`src/hdl/arxp_pkg.sv`:
```
`timescale 1ns / 1ps
`default_nettype none
// ----------------------------------------------------------------------------
// ARX plant model package
// Shared widths, types, register indexes and mode codes for the ARX step.
// ----------------------------------------------------------------------------
package arxp_pkg;

    // model orders and input delay line depth
    localparam int FB_ORDER   = 3;
    localparam int FF_ORDER   = 3;
    localparam int MAX_DELAY  = 16;
    localparam int IN_DEPTH   = MAX_DELAY + FF_ORDER;

    // field widths
    localparam int SAMPLE_W   = 16;
    localparam int COEF_W     = 18;
    localparam int DELAY_W    = 5;
    localparam int CFG_IDX_W  = 3;
    localparam int HIST_IDX_W = $clog2(IN_DEPTH);

    // datapath widths: Q7.8 x Q1.16 products summed in Q.24
    localparam int PROD_W     = SAMPLE_W + COEF_W;
    localparam int ACC_W      = 40;
    localparam int FRAC_SHIFT = 16;
    localparam int Y_W        = ACC_W - FRAC_SHIFT;

    // rounding bias and saturation bounds
    localparam logic signed [ACC_W-1:0] ROUND_BIAS = ACC_W'(1) <<< (FRAC_SHIFT - 1);
    localparam logic signed [Y_W-1:0]   Y_MAX = Y_W'((1 << (SAMPLE_W - 1)) - 1);
    localparam logic signed [Y_W-1:0]   Y_MIN = -Y_W'(1 << (SAMPLE_W - 1));

    typedef logic signed [SAMPLE_W-1:0] sample_t;
    typedef logic signed [COEF_W-1:0]   coef_t;
    typedef logic [DELAY_W-1:0]         delay_t;

    // configuration register indexes
    typedef enum logic [CFG_IDX_W-1:0] {
        REG_FB_COEF_1       = 3'd0,
        REG_FB_COEF_2       = 3'd1,
        REG_FB_COEF_3       = 3'd2,
        REG_FF_COEF_0       = 3'd3,
        REG_FF_COEF_1       = 3'd4,
        REG_FF_COEF_2       = 3'd5,
        REG_TRANSPORT_DELAY = 3'd6
    } cfg_idx_t;

    // request mode
    typedef enum logic {
        MODE_STEP  = 1'b0,
        MODE_CLEAR = 1'b1
    } mode_t;

    // configuration register set
    typedef struct packed {
        coef_t [FB_ORDER-1:0] fb_coef;
        coef_t [FF_ORDER-1:0] ff_coef;
        delay_t               transport_delay;
    } cfg_t;

endpackage
`default_nettype wire

```
`src/hdl/arxp_cfg.sv`:
```
`timescale 1ns / 1ps
`default_nettype none
// ----------------------------------------------------------------------------
// ARX configuration registers
// Holds coefficients and transport delay; writes to unused indexes are dropped.
// ----------------------------------------------------------------------------
module arxp_cfg (
    input  wire logic                           aclk,
    input  wire logic                           aresetn,
    input  wire logic                           cfg_we,
    input  wire logic [arxp_pkg::CFG_IDX_W-1:0] cfg_index,
    input  wire logic [arxp_pkg::COEF_W-1:0]    cfg_wdata,
    output arxp_pkg::cfg_t                      cfg
);

    arxp_pkg::cfg_t cfg_reg;
    arxp_pkg::cfg_t cfg_next;

    // decode the write
    always_comb begin
        cfg_next = cfg_reg;
        if (cfg_we) begin
            unique case (arxp_pkg::cfg_idx_t'(cfg_index))
                arxp_pkg::REG_FB_COEF_1:       cfg_next.fb_coef[0] = cfg_wdata;
                arxp_pkg::REG_FB_COEF_2:       cfg_next.fb_coef[1] = cfg_wdata;
                arxp_pkg::REG_FB_COEF_3:       cfg_next.fb_coef[2] = cfg_wdata;
                arxp_pkg::REG_FF_COEF_0:       cfg_next.ff_coef[0] = cfg_wdata;
                arxp_pkg::REG_FF_COEF_1:       cfg_next.ff_coef[1] = cfg_wdata;
                arxp_pkg::REG_FF_COEF_2:       cfg_next.ff_coef[2] = cfg_wdata;
                arxp_pkg::REG_TRANSPORT_DELAY: begin
                    cfg_next.transport_delay = cfg_wdata[arxp_pkg::DELAY_W-1:0];
                end
                default: cfg_next = cfg_reg;
            endcase
        end
    end

    // hold the register set
    always_ff @(posedge aclk) begin
        if (!aresetn) begin
            cfg_reg <= '0;
        end else begin
            cfg_reg <= cfg_next;
        end
    end

    assign cfg = cfg_reg;

endmodule
`default_nettype wire

```
`config.mk`:
```
export PLATFORM = sky130hd
export DESIGN_NAME = arxp_cfg
export DESIGN_NICKNAME = d
export VERILOG_FILES = /design/src/hdl/arxp_pkg.sv /design/src/hdl/arxp_cfg.sv
export SDC_FILE = /design/constraint.sdc
export NUM_CORES = 1
export LEC_CHECK = 0
export BUFFER_PORTS_ARGS = -buffer_cell sky130_fd_sc_hd__buf_2
export CAP_MARGIN = 10
export CORE_MARGIN = 2
export CORE_UTILIZATION = 53
export CTS_CLUSTER_DIAMETER = 200
export DETAILED_ROUTE_END_ITERATION = 16
export HOLD_SLACK_MARGIN = 0.06
export PLACE_DENSITY = 0.82
export REMOVE_ABC_BUFFERS = 1
export SLEW_MARGIN = 20
export SYNTH_ARGS = -nofsm -noshare
export SYNTH_HDL_FRONTEND = slang
export SYNTH_SLANG_ARGS = --single-unit
```
`constraint.sdc`:
```
create_clock -name aclk -period 3.25 [get_ports aclk]
set_input_delay 0.325 -clock aclk [delete_from_list [all_inputs] [get_ports aclk]]
set_output_delay 0.325 -clock aclk [all_outputs]
set_load 0.1 [all_outputs]
```
==> results_dict.tcl <==
set metrics [dict create \
    clock_path_buffers 2 \
    track_usage_pct 24.6 \
    hold_viol 0 \
    post-place-ws_ns 1.35 \
    netlist_instances 391 \
    period_needed_ns 1.65 \
    vias 3219 \
    ctsResizeCount 0 \
    async_flop_share_pct 0 \
    yosys-top-cells-count "131 x nand2_1, 113 x dfxtp_1, 113 x mux2i_1" \
    tightest_slew_ns 0.991 \
    timing.final.crit_share_pct 50.8 \
    fin_hold_ws_ns 0.202 \
    worst_clock_skew_ns 0 \
    routed_wl_um 10100 \
    crit_path_end_kind "primary output" \
    cts_sinks 113 \
    max_stage_delay_ns 0.45 \
    pin_count 137 \
    crit_family "buffers and inverters" \
    largest_register_ffs 113 \
    rsz0062_at_grt "no" \
    crit_fanout 2 \
    dieArea_sq_mm 0.00842 \
    place_area_sq_mm 0.00486 \
    drive_above_1_share_pct 32.8 \
    die_y_um 91.8 \
    maxSlewHeadroom_pct 33.9 \
    critPathBufInv 1 \
    setup_viol 0 \
    row_count 31 \
    area_growth_syn_to_layout_pct 33.4 \
    seq_area_frac_synth_pct 55.4 \
    yosys.area.top_type "dfxtp_1" \
    vias_per_cell 5.04 \
    fp.dieW_um 91.8 \
    fillers 548 \
    drt_iter0_markers 105 \
    crit_path_start_kind "flip-flop" \
    htree_num_levels 4 \
    finish.utilization_pct 73.9 \
    cts_made_buffers 17 \
    layout_setup_ws_ns 1.60 \
    grt_pass1_wl_um 16200 \
    ant_nets 0 \
    max_freq_ghz 0.606 \
    yosysMostFrequentCell "nand2_1" \
    grt_start_max_net_pins 64 \
    powerDensity_mw_per_mm2 669 \
    drv_cap 0 \
    yosys_warnings 0 \
    p_leak_nw 3.05 \
    numPortBuffers 136 \
    crit_type "flip-flop to primary output" \
    place_congestion 0.764 \
    ys_ff_latch 113 \
    antenna_found_initial 0 \
    min_path_cells 3 \
    crit_path_top_delay_cell "buf_2" \
    cp.arrival_ns 1.33 \
    hp-class "input port to flip-flop" \
    cts_tree "yes" \
    status "completed" \
    postCtsSetupBuffers 0 \
    first_global_vias 3199 \
    path_clk_slew_ns 0.06 \
    synth.top_cell.area_share_pct 55.4 \
    wl_per_cell_um 15.8 \
    cp.required_ns 2.92 \
    reg2reg_depth 2 \
    finalInstanceArea_sq_mm 0.00544 \
    path_depth 1 \
    synth_edf_count 0 \
    coreArea_sq_mm 0.00737 \
    insertion_delay_ns 0.49 \
    start_util_pct 55.4 \
    irDropWorstVdd_mv 0.364 \
    syn_area_sq_mm 0.00408 \
    synthFlopType "dfxtp_1" \
    route.detailed.drc 0 \
    cts_hold_buf 0 \
    synthTopCellsByArea "dfxtp_1 55%, mux2i_1 28%, nand2_1 12%" \
    grt_overflow_total 0 \
    path_cells "buf_2" \
    power_w 0.00364 \
    post-dp-hpwl_um 6340 \
    postSynthAreaPerCell_sq_um 10.4 \
    slew_viol_final 0 \
    antennaDiodeCount 0 \
    synth_cell_types 12 \
    dr.pass1.iters 4 \
    nNetsFinal 551 \
    clockRootBuffer "clkbuf_8" \
]
==> layout by cell type (no fill, tap or decap) <==
| master | n |
|---|---|
| clkinv_4 | 1 |
| buf_4 | 8 |
| nand4b_1 | 3 |
| clkbuf_1 | 2 |
| or4b_1 | 1 |
| clkbuf_16 | 16 |
| buf_2 | 135 |
| buf_12 | 1 |
| nand4bb_2 | 2 |
| clkinv_2 | 6 |
| nand2_1 | 131 |
| clkbuf_8 | 3 |
| clkinvlp_4 | 1 |
| mux2i_1 | 113 |
| bufinv_16 | 3 |
| dfxtp_1 | 113 |
| nor4bb_4 | 1 |
==> stage by stage <==
step           setup TNS [ns]  cells
6_report                    0    639
5_1_grt                     0    639
4_1_cts                     0    639
3_5_place_dp                0    607
3_3_place_gp                0    607
2_1_floorplan           -1.20    364
==> layout make-up <==
type                       instances  area (sq um)  area share [%]
clock buffer                      21           449            8.25
clock inverter                    11           136            2.51
multi-input combinational        251          1720            31.5
sequential                       113          2260            41.6
tap                               99           124            2.28
timing repair buffer             144           756            13.9
==> final timing paths <==
path / end / slack, ns / startpoint
setup / recovery: cfg[43] / 1.60 / cfg[43]
hold / removal: cfg[38] / 0.20 / cfg_wdata[15]
setup reg to reg: cfg[43] / 2.57 / cfg[43]
hold reg to reg: cfg[85] / 0.45 / cfg[85]
==> routing by layer <==
layer / wire length (um) / up-vias / GRT usage (%)
met5: 0 / - / 0
met4: 87 / 0 / 8.71
met3: 650 / 10 / 7.15
met2: 4750 / 122 / 39.9
met1: 4590 / 1515 / 31.3
li1: - / 1572 / -
==> where the power goes <==
part / switching [W] / internal (W) / total, W
Combinational: 0.000320 / 0.0000722 / 0.000392
Clock: 0.000616 / 0.00120 / 0.00182
Sequential: 0.0000155 / 0.00142 / 0.00143
Total: 0.000951 / 0.00269 / 0.00364
==> logic make-up (layout without fill, tap and decap cells) <==
logic type             after synthesis  count (layout)  share of synthesized area [%]
buffers and inverters               27             176                           3.13
and+or+nand+nor                    138             138                           13.7
DFF                                113             113                           55.4
muxes                              113             113                           27.7
Note: power is estimated with default switching activity, not from simulation.
